--- config.mk ---
export PLATFORM = sky130hd
export DESIGN_NAME = jeop_walker
export DESIGN_NICKNAME = d
export VERILOG_FILES = /design/src/rtl/jeop_pkg.sv /design/src/rtl/jeop_walker.sv
export SDC_FILE = /design/constraint.sdc
export NUM_CORES = 1
export LEC_CHECK = 0
export ABC_CLOCK_PERIOD_IN_PS = 3900
export CAP_MARGIN = 20
export CORE_UTILIZATION = 55
export DETAILED_ROUTE_END_ITERATION = 7
export DONT_BUFFER_PORTS = 1
export HOLD_SLACK_MARGIN = 0.06
export PLACE_DENSITY = 0.73
export SLEW_MARGIN = 25
export SYNTH_ARGS = -nofsm -noshare
export SYNTH_HDL_FRONTEND = slang
export SYNTH_SLANG_ARGS = --single-unit
--- constraint.sdc ---
create_clock -name clock -period 3.9 [get_ports clock]
set_input_delay 0.195 -clock clock [delete_from_list [all_inputs] [get_ports clock]]
set_output_delay 0.195 -clock clock [all_outputs]
set_load 0.005 [all_outputs]
--- src/rtl/jeop_pkg.sv ---
package jeop_pkg;

   localparam int SEG_ADDR_W = 16;
   localparam int WIN_BYTES  = 14;
   localparam int WIN_IDX_W  = 4;

   localparam logic [7:0] MK_FILL = 8'hff;
   localparam logic [7:0] MK_SOI  = 8'hd8;
   localparam logic [7:0] MK_SOS  = 8'hda;
   localparam logic [7:0] MK_EOI  = 8'hd9;
   localparam logic [7:0] MK_TEM  = 8'h01;
   localparam logic [7:0] MK_RST0 = 8'hd0;
   localparam logic [7:0] MK_RST7 = 8'hd7;
   localparam logic [7:0] MK_APP1 = 8'he1;

   localparam logic [15:0] TAG_ORIENT  = 16'h0112;
   localparam logic [15:0] TYPE_SHORT  = 16'd3;
   localparam logic [15:0] TIFF_MAGIC  = 16'd42;
   localparam logic [15:0] ENTRY_BYTES = 16'd12;
   localparam logic [15:0] MIN_EXIF    = 16'd14;

   localparam logic [3:0] ORIENT_DEFAULT = 4'd1;

   typedef struct packed {
      logic       done;
      logic       decided;
      logic [3:0] value;
   } walk_result_type;

   function automatic logic [15:0] get16(input logic [7:0] b0, input logic [7:0] b1,
                                         input logic lit);
      return lit ? {b1, b0} : {b0, b1};
   endfunction

   function automatic logic [31:0] get32(input logic [7:0] b0, input logic [7:0] b1,
                                         input logic [7:0] b2, input logic [7:0] b3,
                                         input logic lit);
      logic [15:0] lo;
      logic [15:0] hi;
      lo = get16(b0, b1, lit);
      hi = get16(b2, b3, lit);
      return lit ? {hi, lo} : {lo, hi};
   endfunction

endpackage

--- src/rtl/jeop_walker.sv ---
module jeop_walker (
   input  logic                              clock,
   input  logic                              reset,
   input  logic                              start,
   input  logic [15:0]                       seg_len,
   output logic                              rd_en,
   output logic [jeop_pkg::SEG_ADDR_W-1:0]   rd_addr,
   input  logic [7:0]                        rd_data,
   output jeop_pkg::walk_result_type         result
);

   localparam logic [3:0] W_IDLE      = 4'd0;
   localparam logic [3:0] W_HDR_LOAD  = 4'd1;
   localparam logic [3:0] W_HDR_CHECK = 4'd2;
   localparam logic [3:0] W_CNT_LOAD  = 4'd3;
   localparam logic [3:0] W_CNT_CHECK = 4'd4;
   localparam logic [3:0] W_ENT_TEST  = 4'd5;
   localparam logic [3:0] W_ENT_LOAD  = 4'd6;
   localparam logic [3:0] W_ENT_CHECK = 4'd7;

   logic [3:0]  state_ff, state_in;
   logic [15:0] n_ff, n_in;
   logic [16:0] off_ff, off_in;
   logic [15:0] entries_ff, entries_in;
   logic        little_ff, little_in;
   logic [3:0]  value_ff, value_in;
   logic [15:0] base_ff, base_in;
   logic [jeop_pkg::WIN_IDX_W-1:0] cnt_ff, cnt_in;
   logic [jeop_pkg::WIN_IDX_W-1:0] iss_ff, iss_in;
   logic        pend_ff, pend_in;
   logic [jeop_pkg::WIN_IDX_W-1:0] pidx_ff, pidx_in;
   logic [7:0]  win_ff [jeop_pkg::WIN_BYTES];
   jeop_pkg::walk_result_type res_ff, res_in;

   logic        loading;
   logic        load_done;
   logic        lit;
   logic        hdr_ok;
   logic [31:0] hdr_off;
   logic [15:0] ent_tag, ent_type, ent_val;
   logic [31:0] ent_cnt;
   logic [16:0] n_wide;

   assign loading   = (state_ff == W_HDR_LOAD) || (state_ff == W_CNT_LOAD) ||
                      (state_ff == W_ENT_LOAD);
   assign load_done = (iss_ff == cnt_ff) && !pend_ff;
   assign rd_en     = loading && (iss_ff != cnt_ff);
   assign rd_addr   = base_ff + {{(16-jeop_pkg::WIN_IDX_W){1'b0}}, iss_ff};
   assign result    = res_ff;
   assign n_wide    = {1'b0, n_ff};

   always_comb begin
      lit = (win_ff[6] == 8'h49);
      hdr_ok = (win_ff[0] == 8'h45) && (win_ff[1] == 8'h78) && (win_ff[2] == 8'h69) &&
               (win_ff[3] == 8'h66) && (win_ff[4] == 8'h00) && (win_ff[5] == 8'h00) &&
               (((win_ff[6] == 8'h49) && (win_ff[7] == 8'h49)) ||
                ((win_ff[6] == 8'h4d) && (win_ff[7] == 8'h4d))) &&
               (jeop_pkg::get16(win_ff[8], win_ff[9], lit) == jeop_pkg::TIFF_MAGIC);
      hdr_off  = jeop_pkg::get32(win_ff[10], win_ff[11], win_ff[12], win_ff[13], lit);
      ent_tag  = jeop_pkg::get16(win_ff[0], win_ff[1], little_ff);
      ent_type = jeop_pkg::get16(win_ff[2], win_ff[3], little_ff);
      ent_cnt  = jeop_pkg::get32(win_ff[4], win_ff[5], win_ff[6], win_ff[7], little_ff);
      ent_val  = jeop_pkg::get16(win_ff[8], win_ff[9], little_ff);
   end

   always_comb begin
      state_in   = state_ff;
      n_in       = n_ff;
      off_in     = off_ff;
      entries_in = entries_ff;
      little_in  = little_ff;
      value_in   = value_ff;
      base_in    = base_ff;
      cnt_in     = cnt_ff;
      iss_in     = iss_ff;
      pend_in    = 1'b0;
      pidx_in    = iss_ff;
      res_in     = '0;
      if (rd_en) begin
         iss_in  = iss_ff + 1'b1;
         pend_in = 1'b1;
      end
      case (state_ff)
         W_IDLE: begin
            if (start) begin
               if (seg_len < jeop_pkg::MIN_EXIF) begin
                  res_in.done = 1'b1;
               end else begin
                  n_in     = seg_len - 16'd6;
                  base_in  = '0;
                  cnt_in   = jeop_pkg::WIN_IDX_W'(jeop_pkg::WIN_BYTES);
                  iss_in   = '0;
                  state_in = W_HDR_LOAD;
               end
            end
         end
         W_HDR_LOAD: begin
            if (load_done) begin
               state_in = W_HDR_CHECK;
            end
         end
         W_HDR_CHECK: begin
            if (!hdr_ok || (hdr_off > {16'd0, n_ff - 16'd2})) begin
               res_in.done = 1'b1;
               state_in    = W_IDLE;
            end else begin
               little_in = lit;
               off_in    = hdr_off[16:0];
               base_in   = hdr_off[15:0] + 16'd6;
               cnt_in    = jeop_pkg::WIN_IDX_W'(2);
               iss_in    = '0;
               state_in  = W_CNT_LOAD;
            end
         end
         W_CNT_LOAD: begin
            if (load_done) begin
               state_in = W_CNT_CHECK;
            end
         end
         W_CNT_CHECK: begin
            entries_in = jeop_pkg::get16(win_ff[0], win_ff[1], little_ff);
            off_in     = off_ff + 17'd2;
            value_in   = jeop_pkg::ORIENT_DEFAULT;
            state_in   = W_ENT_TEST;
         end
         W_ENT_TEST: begin
            if ((entries_ff != 16'd0) && (off_ff <= n_wide) &&
                ((n_wide - off_ff) >= {1'b0, jeop_pkg::ENTRY_BYTES})) begin
               base_in  = off_ff[15:0] + 16'd6;
               cnt_in   = jeop_pkg::WIN_IDX_W'(10);
               iss_in   = '0;
               state_in = W_ENT_LOAD;
            end else begin
               res_in.done    = 1'b1;
               res_in.decided = 1'b1;
               res_in.value   = value_ff;
               state_in       = W_IDLE;
            end
         end
         W_ENT_LOAD: begin
            if (load_done) begin
               state_in = W_ENT_CHECK;
            end
         end
         W_ENT_CHECK: begin
            if ((ent_tag == jeop_pkg::TAG_ORIENT) && (ent_type == jeop_pkg::TYPE_SHORT) &&
                (ent_cnt == 32'd1)) begin
               res_in.done    = 1'b1;
               res_in.decided = 1'b1;
               res_in.value   = ((ent_val >= 16'd1) && (ent_val <= 16'd8)) ?
                                ent_val[3:0] : jeop_pkg::ORIENT_DEFAULT;
               state_in       = W_IDLE;
            end else begin
               entries_in = entries_ff - 16'd1;
               off_in     = off_ff + {1'b0, jeop_pkg::ENTRY_BYTES};
               state_in   = W_ENT_TEST;
            end
         end
         default: begin
            state_in = W_IDLE;
         end
      endcase
   end

   always_ff @(posedge clock) begin
      if (reset) begin
         state_ff <= W_IDLE;
         pend_ff  <= 1'b0;
         res_ff   <= '0;
      end else begin
         state_ff <= state_in;
         pend_ff  <= pend_in;
         res_ff   <= res_in;
      end
      n_ff       <= n_in;
      off_ff     <= off_in;
      entries_ff <= entries_in;
      little_ff  <= little_in;
      value_ff   <= value_in;
      base_ff    <= base_in;
      cnt_ff     <= cnt_in;
      iss_ff     <= iss_in;
      pidx_ff    <= pidx_in;
      if (pend_ff) begin
         win_ff[pidx_ff] <= rd_data;
      end
   end

endmodule

==> flow_metrics.env, run 1 <==
export IMPL_outcome="finished, final reports clean"
export IMPL_core_area_um2=19700
export IMPL_cts_buffer_depth=2
export IMPL_drt_pass1_iterations=6
export IMPL_drive_above_1_share_pct=9.29
export IMPL_drt_total_wl_um=27800
export IMPL_max_stage_delay_ps=430
export IMPL_h_tree_depth=4
export IMPL_maxCapViolCount=0
export IMPL_fin_crit_sh_pct=95.1
export IMPL_slew_violations=0
export IMPL_stdcell_area_um2=12600
export IMPL_place_ws_ps=86.9
export IMPL_irDropWorstVdd_v=0.000387
export IMPL_fin_skew_ps=15.8
export IMPL_register_area_um2=5770
export IMPL_synth_area_um2=11200
export IMPL_vias_per_cell=6.26
export IMPL_die_area_um2=20900
export IMPL_r2r_start="win_ff[6][1]"
export IMPL_die_x_um=145
export IMPL_synth_seq_cells=198
export IMPL_hold_violations=0
export IMPL_grt_use_total_pct=27.5
export IMPL_postCtsSetupRepairBufs=0
export IMPL_hpwl_um=20100
export IMPL_grt_max_degree=31
export IMPL_hold_ws_ps=94.7
export IMPL_cts_sinks=198
export IMPL_num_rows=51
export IMPL_p_leak_nw=4.38
export IMPL_critPathKind="reg2reg"
export IMPL_antenna_found_initial=2
export IMPL_synth_edf_count=180
export IMPL_pwr_density_cell_nw_per_um2=385
export IMPL_area_delta_synth_final_pct=13.1
export IMPL_worst_ep_required_time_ps=4040
export IMPL_power_w=0.00487
export IMPL_end_kind="flop"
export IMPL_clock_root_buffer="clkbuf_16"
export IMPL_initial_core_util_pct=56.7
export IMPL_yosysMostFrequentCell="edfxtp_1"
export IMPL_synth_seq_area_share_pct=51.5
export IMPL_synth_top_cells_by_area="edfxtp_1 48%, ha_1 5.3%, xnor2_1 5.0%"
export IMPL_slew_headroom_pct=40.9
export IMPL_routedWlPerCell_um=20.1
export IMPL_ioPinCount=50
export IMPL_grt_ovfl_total=0
export IMPL_final_util_pct=64.2
export IMPL_ys_top_cells_by_count="180 x edfxtp_1, 111 x nand2_1, 85 x nor2_1, 64 x xnor2_1, 49 x o21ai_0"
export IMPL_ys_flop_type="edfxtp_1"
export IMPL_cts_buffers=17
export IMPL_fin_ws_ps=192
export IMPL_ys_types=78
export IMPL_routabilityCongestion=0.941
export IMPL_max_freq_mhz=270
export IMPL_syn_inst=1055
export IMPL_min_from="seg_len[5]"
export IMPL_fillers=1499
export IMPL_synth_async_reset_ratio_pct=0
export IMPL_via_count=8671
export IMPL_hp_class="in2reg"
export IMPL_dpl_instance_area_um2=11700
export IMPL_critPathTopFamily="compound AO/OA/AOI/OAI gates"
export IMPL_grt_pass1_wl_um=42400
export IMPL_yosysWarnings=0
export IMPL_drt_iter0_markers=1098
export IMPL_cp_slowest_cell="edfxtp_1"
export IMPL_finalCriticalPeriod_ps=3710
export IMPL_multiInputGateArea_um2=5190
export IMPL_synth_area_per_cell_um2=10.6
export IMPL_detail_route_antenna_nets=0
export IMPL_die_y_um=145
export IMPL_drc=0
export IMPL_worst_pin_slew_ps=883
export IMPL_critPathMostFrequentCell="buf_4"
export IMPL_nNetsFinal=1181
export IMPL_crit_arrival_ps=3850
export IMPL_path_cells="nor3_4, nand3_4, buf_4, mux2i_1, inv_1, ha_1, a21oi_1, o21ai_0, a2111o_1, o31ai_1, buf_4, nand3_1, a21boi_2, or2_4"
export IMPL_clk_pin_slew_ps=80
export IMPL_synth_top_cell_area_share_pct=48.3
export IMPL_critPathMaxFanout=14
export IMPL_synth_net_count=1130
export IMPL_cts_tree="yes"
export IMPL_finalSetupViolCount=0
export IMPL_first_global_vias=7863
export IMPL_port_buffers=0
export IMPL_critPathLaunchType="flop"
export IMPL_synth_top_cell_by_area="edfxtp_1"
export IMPL_clock_latency_ps=440
export IMPL_critPathLaunch="win_ff[6][1]"
export IMPL_crit_buf_inv=3
-- repair_timing --
item / 4_1_cts / 5_1_grt
hold buffers: 31 / 0
endpoints found under the setup margin: 0 / 34
gates resized for setup: 0 / 8
endpoints found under the hold margin: 134 / 0
-- kinds of logic (layout without fill, tap and decap cells) --
group           after synthesis  in the layout  synth area share, %
simple gates                415            416                 19.4
flops                       198            198                 51.5
compound gates              197            197                 11.2
xor+xnor                     89             89                 6.97
buf+inv                      77            140                 2.64
fa+ha+maj                    48             48                 5.44
mux                          31             31                 2.81
other cells                   0              1                    0
-- final cells by class --
type,count,area share (%)
Sequential cell,198,45.6
Clock buffer,17,3.36
Timing Repair Buffer,65,4.57
Inverter,43,1.28
Tap cell,265,2.62
Multi-Input combinational cell,781,41.0
Clock inverter,15,1.54
Antenna cell,1,0.0198
-- where the power goes --
part	switching (W)	total (W)	internal [W]	leakage, nW
Clock	0.000902	0.00179	0.000885	0.301
Sequential	0.000118	0.00253	0.00241	1.79
Combinational	0.000321	0.000551	0.000231	2.29
-- layout by cell type, fill, tap and decap left out, types with 26 or more instances in the layout --
master         count
dlygate4sd3_1     31
nor4_1            26
inv_1             42
buf_4             33
nor3_1            29
nand2_1          111
xnor2_1           64
o21ai_0           49
nor2_1            83
mux2i_1           28
edfxtp_1         180
nand3_1           30
a21oi_1           48
ha_1              47
-- registers in the layout, indices dropped and copies added, names as in the netlist --
| register | cells |
|---|---|
| pidx_ff | 4 |
| base_ff | 16 |
| state_ff | 3 |
| off_ff | 17 |
| n_ff | 16 |
| iss_ff | 4 |
| little_ff | 1 |
| result | 6 |
| cnt_ff | 2 |
| win_ff | 112 |
| entries_ff | 16 |
| pend_ff | 1 |
-- final timing paths --
path | end | slack (ps) | cells after the start
max | base_ff[8] | 190 | 14
min | n_ff[6] | 90 | 2
max reg2reg | base_ff[8] | 190 | 14
min reg2reg | pidx_ff[3] | 480 | 0
-- metrics by stage --
| stage | std cells | setup TNS [ps] |
|---|---|---|
| 4_1_cts | 1383 | 0 |
| 3_3_place_gp | 1320 | 0 |
| 6_report | 1385 | 0 |
| 2_1_floorplan | 1055 | 0 |
| 5_1_grt | 1384 | -78.6 |
| 3_5_place_dp | 1320 | 0 |
-- layer usage --
metal | routed length (um) | track usage [%]
met1 | 12500 | 39.9
met2 | 12300 | 42.4
met3 | 2540 | 4.44
met4 | 457 | 8.20
met5 | 0 | 0
(Power assumes the default switching activity.)
==> inputs of run 2 (changes only) <==
CELL_PAD_IN_SITES_DETAIL_PLACEMENT = 1   (was not set)
CELL_PAD_IN_SITES_GLOBAL_PLACEMENT = 1   (was not set)
CORE_UTILIZATION = 47   (was 55)
PLACE_DENSITY = not set   (was 0.73)
PLACE_DENSITY_LB_ADDON = 0.1   (was not set)
==> run 2 against run 1 <==
Against the previous run:
- clock-buffer cell count stayed put
- critical path depth is 1 higher
- sequential power hardly changed
- setup slack worse by 150 ps
- global-route usage is 0.28 points higher
- hold slack worse by 3.0 ps
- design area is 2.2% higher
- clock skew is 6.5 ps higher
- register-to-register slack worse by 150 ps
==> flow_metrics.env, run 2 (synthesized netlist as in run 1, its figures left out) <==
export IMPL_fin_skew_ps=22.3
export IMPL_pwr_density_cell_nw_per_um2=392
export IMPL_end_kind="flop"
export IMPL_finalCriticalPeriod_ps=3860
export IMPL_slew_headroom_pct=38.2
export IMPL_drc=0
export IMPL_area_delta_synth_final_pct=15.5
export IMPL_fin_crit_sh_pct=99.0
export IMPL_irDropWorstVdd_v=0.000347
export IMPL_cts_tree="yes"
export IMPL_hpwl_um=24600
export IMPL_cts_buffer_depth=2
export IMPL_drive_above_1_share_pct=10.9
export IMPL_critPathTopFamily="compound AO/OA/AOI/OAI gates"
export IMPL_layout_commonest_cell="edfxtp_1"
export IMPL_hp_class="in2reg"
export IMPL_worst_ep_required_time_ps=4060
export IMPL_grt_ovfl_total=0
export IMPL_die_x_um=156
export IMPL_grt_pass1_wl_um=50600
export IMPL_routed_top_layer="met4"
export IMPL_reg_top3="win_ff (112), off_ff (17)"
export IMPL_crit_buf_inv=4
export IMPL_drt_iter0_markers=641
export IMPL_path_cells="and3_1, nand3_4, buf_4, mux2i_1, inv_1, ha_1, nand4_1, nor4_2, a2111o_1, o31ai_4, buf_6, nand2_2, nor2_2, o21a_2, clkbuf_16"
export IMPL_core_area_um2=23400
export IMPL_largest_reg_flops=112
export IMPL_nNetsFinal=1194
export IMPL_h_tree_depth=4
export IMPL_clock_latency_ps=460
export IMPL_maxCapViolCount=0
export IMPL_cts_buffers=17
export IMPL_critPathKind="reg2reg"
export IMPL_max_freq_mhz=259
export IMPL_finalSetupViolCount=0
export IMPL_port_buffers=0
export IMPL_critPathLaunchType="flop"
export IMPL_cts_sinks=198
export IMPL_vias_per_cell=6.06
export IMPL_power_w=0.00507
export IMPL_rsz0062_at_grt="true"
export IMPL_clock_root_buffer="clkbuf_16"
export IMPL_layout_common_cells="180 x edfxtp_1, 108 x nand2_1, 83 x nor2_1"
export IMPL_slew_violations=0
export IMPL_grt_use_total_pct=27.8
export IMPL_ioPinCount=50
export IMPL_wl_met1_um=15500
export IMPL_final_util_pct=55.2
export IMPL_clk_pin_slew_ps=90
export IMPL_routedWlPerCell_um=23.3
export IMPL_routabilityCongestion=0.912
export IMPL_initial_core_util_pct=47.8
export IMPL_worst_pin_slew_ps=923
export IMPL_grt_max_degree=30
export IMPL_cp_slowest_cell="edfxtp_1"
export IMPL_max_stage_delay_ps=440
export IMPL_via_count=8793
export IMPL_p_leak_nw=4.48
export IMPL_die_area_um2=24400
export IMPL_first_global_vias=8844
export IMPL_dp_cells=1383
export IMPL_route_met2_wl_um=15600
export IMPL_crit_arrival_ps=4020
export IMPL_wl_met3_um=2040
export IMPL_antenna_found_initial=0
export IMPL_final_instance_count_excl_fill=1451
export IMPL_die_y_um=156
export IMPL_diodes=0
export IMPL_detail_route_antenna_nets=0
export IMPL_critPathMaxFanout=14
export IMPL_drt_total_wl_um=33800
export IMPL_drt_pass1_iterations=5
export IMPL_outcome="finished, final reports clean"
export IMPL_fillers=2547
export IMPL_regMostFlops="win_ff"
export IMPL_setup_tns_final_ps=0
export IMPL_num_rows=56
export IMPL_hold_violations=0
run 2: changes by cell type in the layout (fill, tap and decap cells not counted), sizes merged:
cell	change
clkbuf	+1
inv	+2
buf	+11
clkinv	-2
or2	+2
dlygate4sd3	-1
diode	-1
run 2: final timing paths:
| check | from | slack [ps] | cells after the start | to |
|---|---|---|---|---|
| max | win_ff[6][6] | 40 | 15 | off_ff[6] |
| max reg2reg | win_ff[6][6] | 40 | 15 | off_ff[6] |
| min | seg_len[9] | 90 | 3 | n_ff[11] |
| min reg2reg | iss_ff[3] | 440 | 0 | pidx_ff[3] |
run 2: per-layer routing:
| metal | up-vias | GRT usage [%] |
|---|---|---|
| li1 | 4091 | - |
| met1 | 4370 | 38.9 |
| met2 | 282 | 44.1 |
| met3 | 50 | 5.54 |
| met4 | 0 | 7.00 |
| met5 | - | 0 |
run 2: stage by stage:
step | hold slack [ps] | worst slack (ps) | instance area [um^2]
2_1_floorplan | 264 | 58.2 | 11200
3_3_place_gp | 267 | -34.8 | 11800
3_5_place_dp | 270 | -196 | 11800
4_1_cts | 70.7 | 9.81 | 12800
5_1_grt | 109 | -122 | 12900
6_report | 91.7 | 39.6 | 12900
run 2: where the power goes:
| part | leakage, nW | total, W | switching, W | internal (W) |
|---|---|---|---|---|
| logic | 2.37 | 0.000589 | 0.000349 | 0.000240 |
| registers | 1.79 | 0.00253 | 0.000121 | 0.00241 |
| clock network | 0.317 | 0.00195 | 0.00103 | 0.000922 |
run 2: cell type report:
cell class                 count  area, um^2  area share (%)
clock buffer                  17         425            3.29
clock inverter                15         234            1.81
inverter                      43         161            1.25
multi-input combinational    783        5250            40.7
sequential                   198        5770            44.6
tap                          319         399            3.09
timing repair buffer          76         683            5.29
run 2: worst register-to-register path, delay by kind of cell, from the launching register on:
kind                     cells  cell delay, ps
multiplexers                 1             410
buffers and inverters        4             720
flip-flops                   1             440
AO/OA/AOI/OAI                3             860
AND/OR/NAND/NOR              6             830
adder cells (fa/ha/maj)      1             340
run 2: timing repair:
action / CTS / global route
endpoints found under the hold margin: 134 / 0
resized for setup: 5 / 17
endpoints found under the setup margin: 33 / 34
gates cloned: 1 / 3
setup buffers: 0 / 2
pin swaps: 1 / 7
hold buffers: 30 / 0
==> inputs of run 3 (changes only) <==
CORE_UTILIZATION = 25   (was 47)
GPL_TIMING_DRIVEN = 0   (was not set)
==> run 3 against run 2 <==
Against the previous run:
- sequential cell count stayed put
- critical path depth unchanged
- global-route usage shrank 11 points
- critical path type unchanged
- setup slack improved by 67 ps
- combinational power rose by 3%
- largest cell class unchanged
- cell count increased by 20%
- hold slack improved by 13 ps
- clock skew fell by 9.5 ps
- sequential power is essentially flat
==> flow_metrics.env, run 3 (synthesized netlist as in run 1, its figures left out) <==
export IMPL_outcome="finished, final reports clean"
export IMPL_grt_use_total_pct=17.2
export IMPL_grt_ovfl_total=0
export IMPL_port_buffers=0
export IMPL_combPwrFrac_pct=12.1
export IMPL_whs_endpoint="state_ff[0]"
export IMPL_finalSetupViolCount=0
export IMPL_holdPathStages=4
export IMPL_critPathLaunchType="flop"
export IMPL_place_ws_ps=-1470
export IMPL_min_from="start"
export IMPL_layout_commonest_cell="edfxtp_1"
export IMPL_grt_max_degree=22
export IMPL_vias_per_cell=4.87
export IMPL_ff2ff_path_depth=15
export IMPL_max_stage_delay_ps=440
export IMPL_dp_cells=1650
export IMPL_detail_route_antenna_nets=0
export IMPL_largest_reg_flops=112
export IMPL_drt_iter0_markers=486
export IMPL_end_kind="flop"
export IMPL_routedWlPerCell_um=21.9
export IMPL_slew_headroom_pct=42.8
export IMPL_timing_rr_end="off_ff[7]"
export IMPL_clock_root_buffer="clkbuf_16"
export IMPL_power_switching_w=0.00148
export IMPL_final_instance_count_excl_fill=1746
export IMPL_p_int_w=0.00353
export IMPL_clkPwrFrac_pct=36.9
export IMPL_layout_common_cells="180 x edfxtp_1, 106 x nand2_1, 83 x nor2_1"
export IMPL_path_cells="nor3_4, nand3_4, buf_12, buf_4, mux2_2, ha_1, nand4_1, nor4_4, a2111o_1, o31ai_4, buf_6, nand2_2, nor2_4, o21a_4, clkbuf_16"
export IMPL_h_tree_depth=4
export IMPL_swShare_pct=29.5
export IMPL_die_y_um=214
export IMPL_routabilityCongestion=0.798
export IMPL_cts_sinks=198
export IMPL_area_delta_synth_final_pct=21.0
export IMPL_pwr_density_cell_nw_per_um2=370
export IMPL_cts_buffer_depth=2
export IMPL_drc=0
export IMPL_fin_ws_ps=106
export IMPL_cts_buffers=17
export IMPL_r2r_start="win_ff[6][1]"
export IMPL_maxCapViolCount=0
export IMPL_antenna_found_initial=1
export IMPL_diodes=0
export IMPL_slew_violations=0
export IMPL_num_rows=77
export IMPL_dpl_instance_area_um2=12000
export IMPL_rsz0062_at_grt="true"
export IMPL_drt_total_wl_um=38200
export IMPL_drt_pass1_iterations=4
export IMPL_drive_above_1_share_pct=12.4
export IMPL_critPathMaxFanout=7
export IMPL_initial_core_util_pct=25.3
export IMPL_fin_skew_ps=12.9
export IMPL_critPathKind="reg2reg"
export IMPL_regMostFlops="win_ff"
export IMPL_crit_arrival_ps=3990
export IMPL_cp_slowest_cell="edfxtp_1"
export IMPL_stdcell_area_um2=13500
export IMPL_p_leak_nw=4.51
export IMPL_core_area_um2=44200
export IMPL_hpwl_um=28500
export IMPL_p_seq_share_pct=51.0
export IMPL_die_area_um2=45600
export IMPL_finalCriticalPeriod_ps=3790
export IMPL_worst_ep_required_time_ps=4090
export IMPL_grt_pass1_wl_um=56800
export IMPL_fin_crit_sh_pct=97.3
export IMPL_irDropWorstVdd_v=0.000299
export IMPL_first_global_vias=8792
export IMPL_hp_class="in2reg"
export IMPL_ioPinCount=50
export IMPL_worst_pin_slew_ps=834
export IMPL_clock_latency_ps=470
export IMPL_max_freq_mhz=264
export IMPL_hold_violations=0
export IMPL_reg_top3="win_ff (112), off_ff (17)"
export IMPL_clk_pin_slew_ps=90
export IMPL_nNetsFinal=1216
export IMPL_via_count=8503
export IMPL_r2r_slack_ps=110
export IMPL_die_x_um=214
export IMPL_cts_tree="yes"
==> run 3: power by group through the flow <==
| stage | sequential [W] | combinational (W) | clock, W |
|---|---|---|---|
| 2_1_floorplan | 0.00253 | 0.000372 | 0 |
| 3_3_place_gp | 0.00259 | 0.000496 | 0 |
| 3_5_place_dp | 0.00260 | 0.000511 | 0 |
| 4_1_cts | 0.00255 | 0.000614 | 0.00191 |
| 5_1_grt | 0.00256 | 0.000683 | 0.00196 |
| 6_report | 0.00255 | 0.000605 | 0.00185 |
==> run 3: how the worst max path moves through the flow <==
stage / from / end / slack, ps / depth (start not counted)
floorplan: n_ff[6] / base_ff[0] / 60 / 13
finish: win_ff[6][1] / off_ff[7] / 110 / 15
global placement: win_ff[6][1] / base_ff[15] / -1840 / 14
global route: n_ff[5] / off_ff[12] / -50 / 15
CTS: n_ff[5] / off_ff[15] / -40 / 15
detailed placement: win_ff[6][1] / base_ff[15] / -1470 / 14
==> run 3: repair_timing <==
action	CTS	global route
pin swaps	13	6
setup endpoints to repair	50	42
resized for setup	48	19
endpoints found under the hold margin	134	0
setup buffers	18	14
cloned	3	1
hold buffers	32	0
==> run 3: stage by stage <==
stage	TNS [ps]	power [W]	hold WS (ps)	utilization [%]
after detailed placement	-58330	0.00311	271	27.1
after CTS	-757	0.00507	72.8	30.1
after floorplan	0	0.00290	264	-
final	0	0.00500	104	30.6
after global placement	-74290	0.00309	270	27.0
after global routing	-1000	0.00521	128	30.6
==> run 3: critical path: cells and delay by family, from the launching register on <==
kind            cells  cell delay [ps]
compound gates      3              840
fa+ha+maj           1              310
simple gates        6              950
mux                 1              340
buf+inv             4              620
flops               1              440
==> run 3: layout make-up <==
class / instances / area [um^2]
Timing Repair Buffer: 68 / 653
Buffer: 30 / 148
Clock inverter: 15 / 178
Inverter: 43 / 169
Multi-Input combinational cell: 783 / 5460
Sequential cell: 198 / 5770
Clock buffer: 17 / 425
Tap cell: 592 / 741
Fill cell: 4908 / 30700
==> run 3: routing by layer <==
metal	routed length [um]	GRT usage, %
met5	0	0
met4	852	6.23
met3	1330	2.78
met2	16800	25.6
met1	19200	25.0
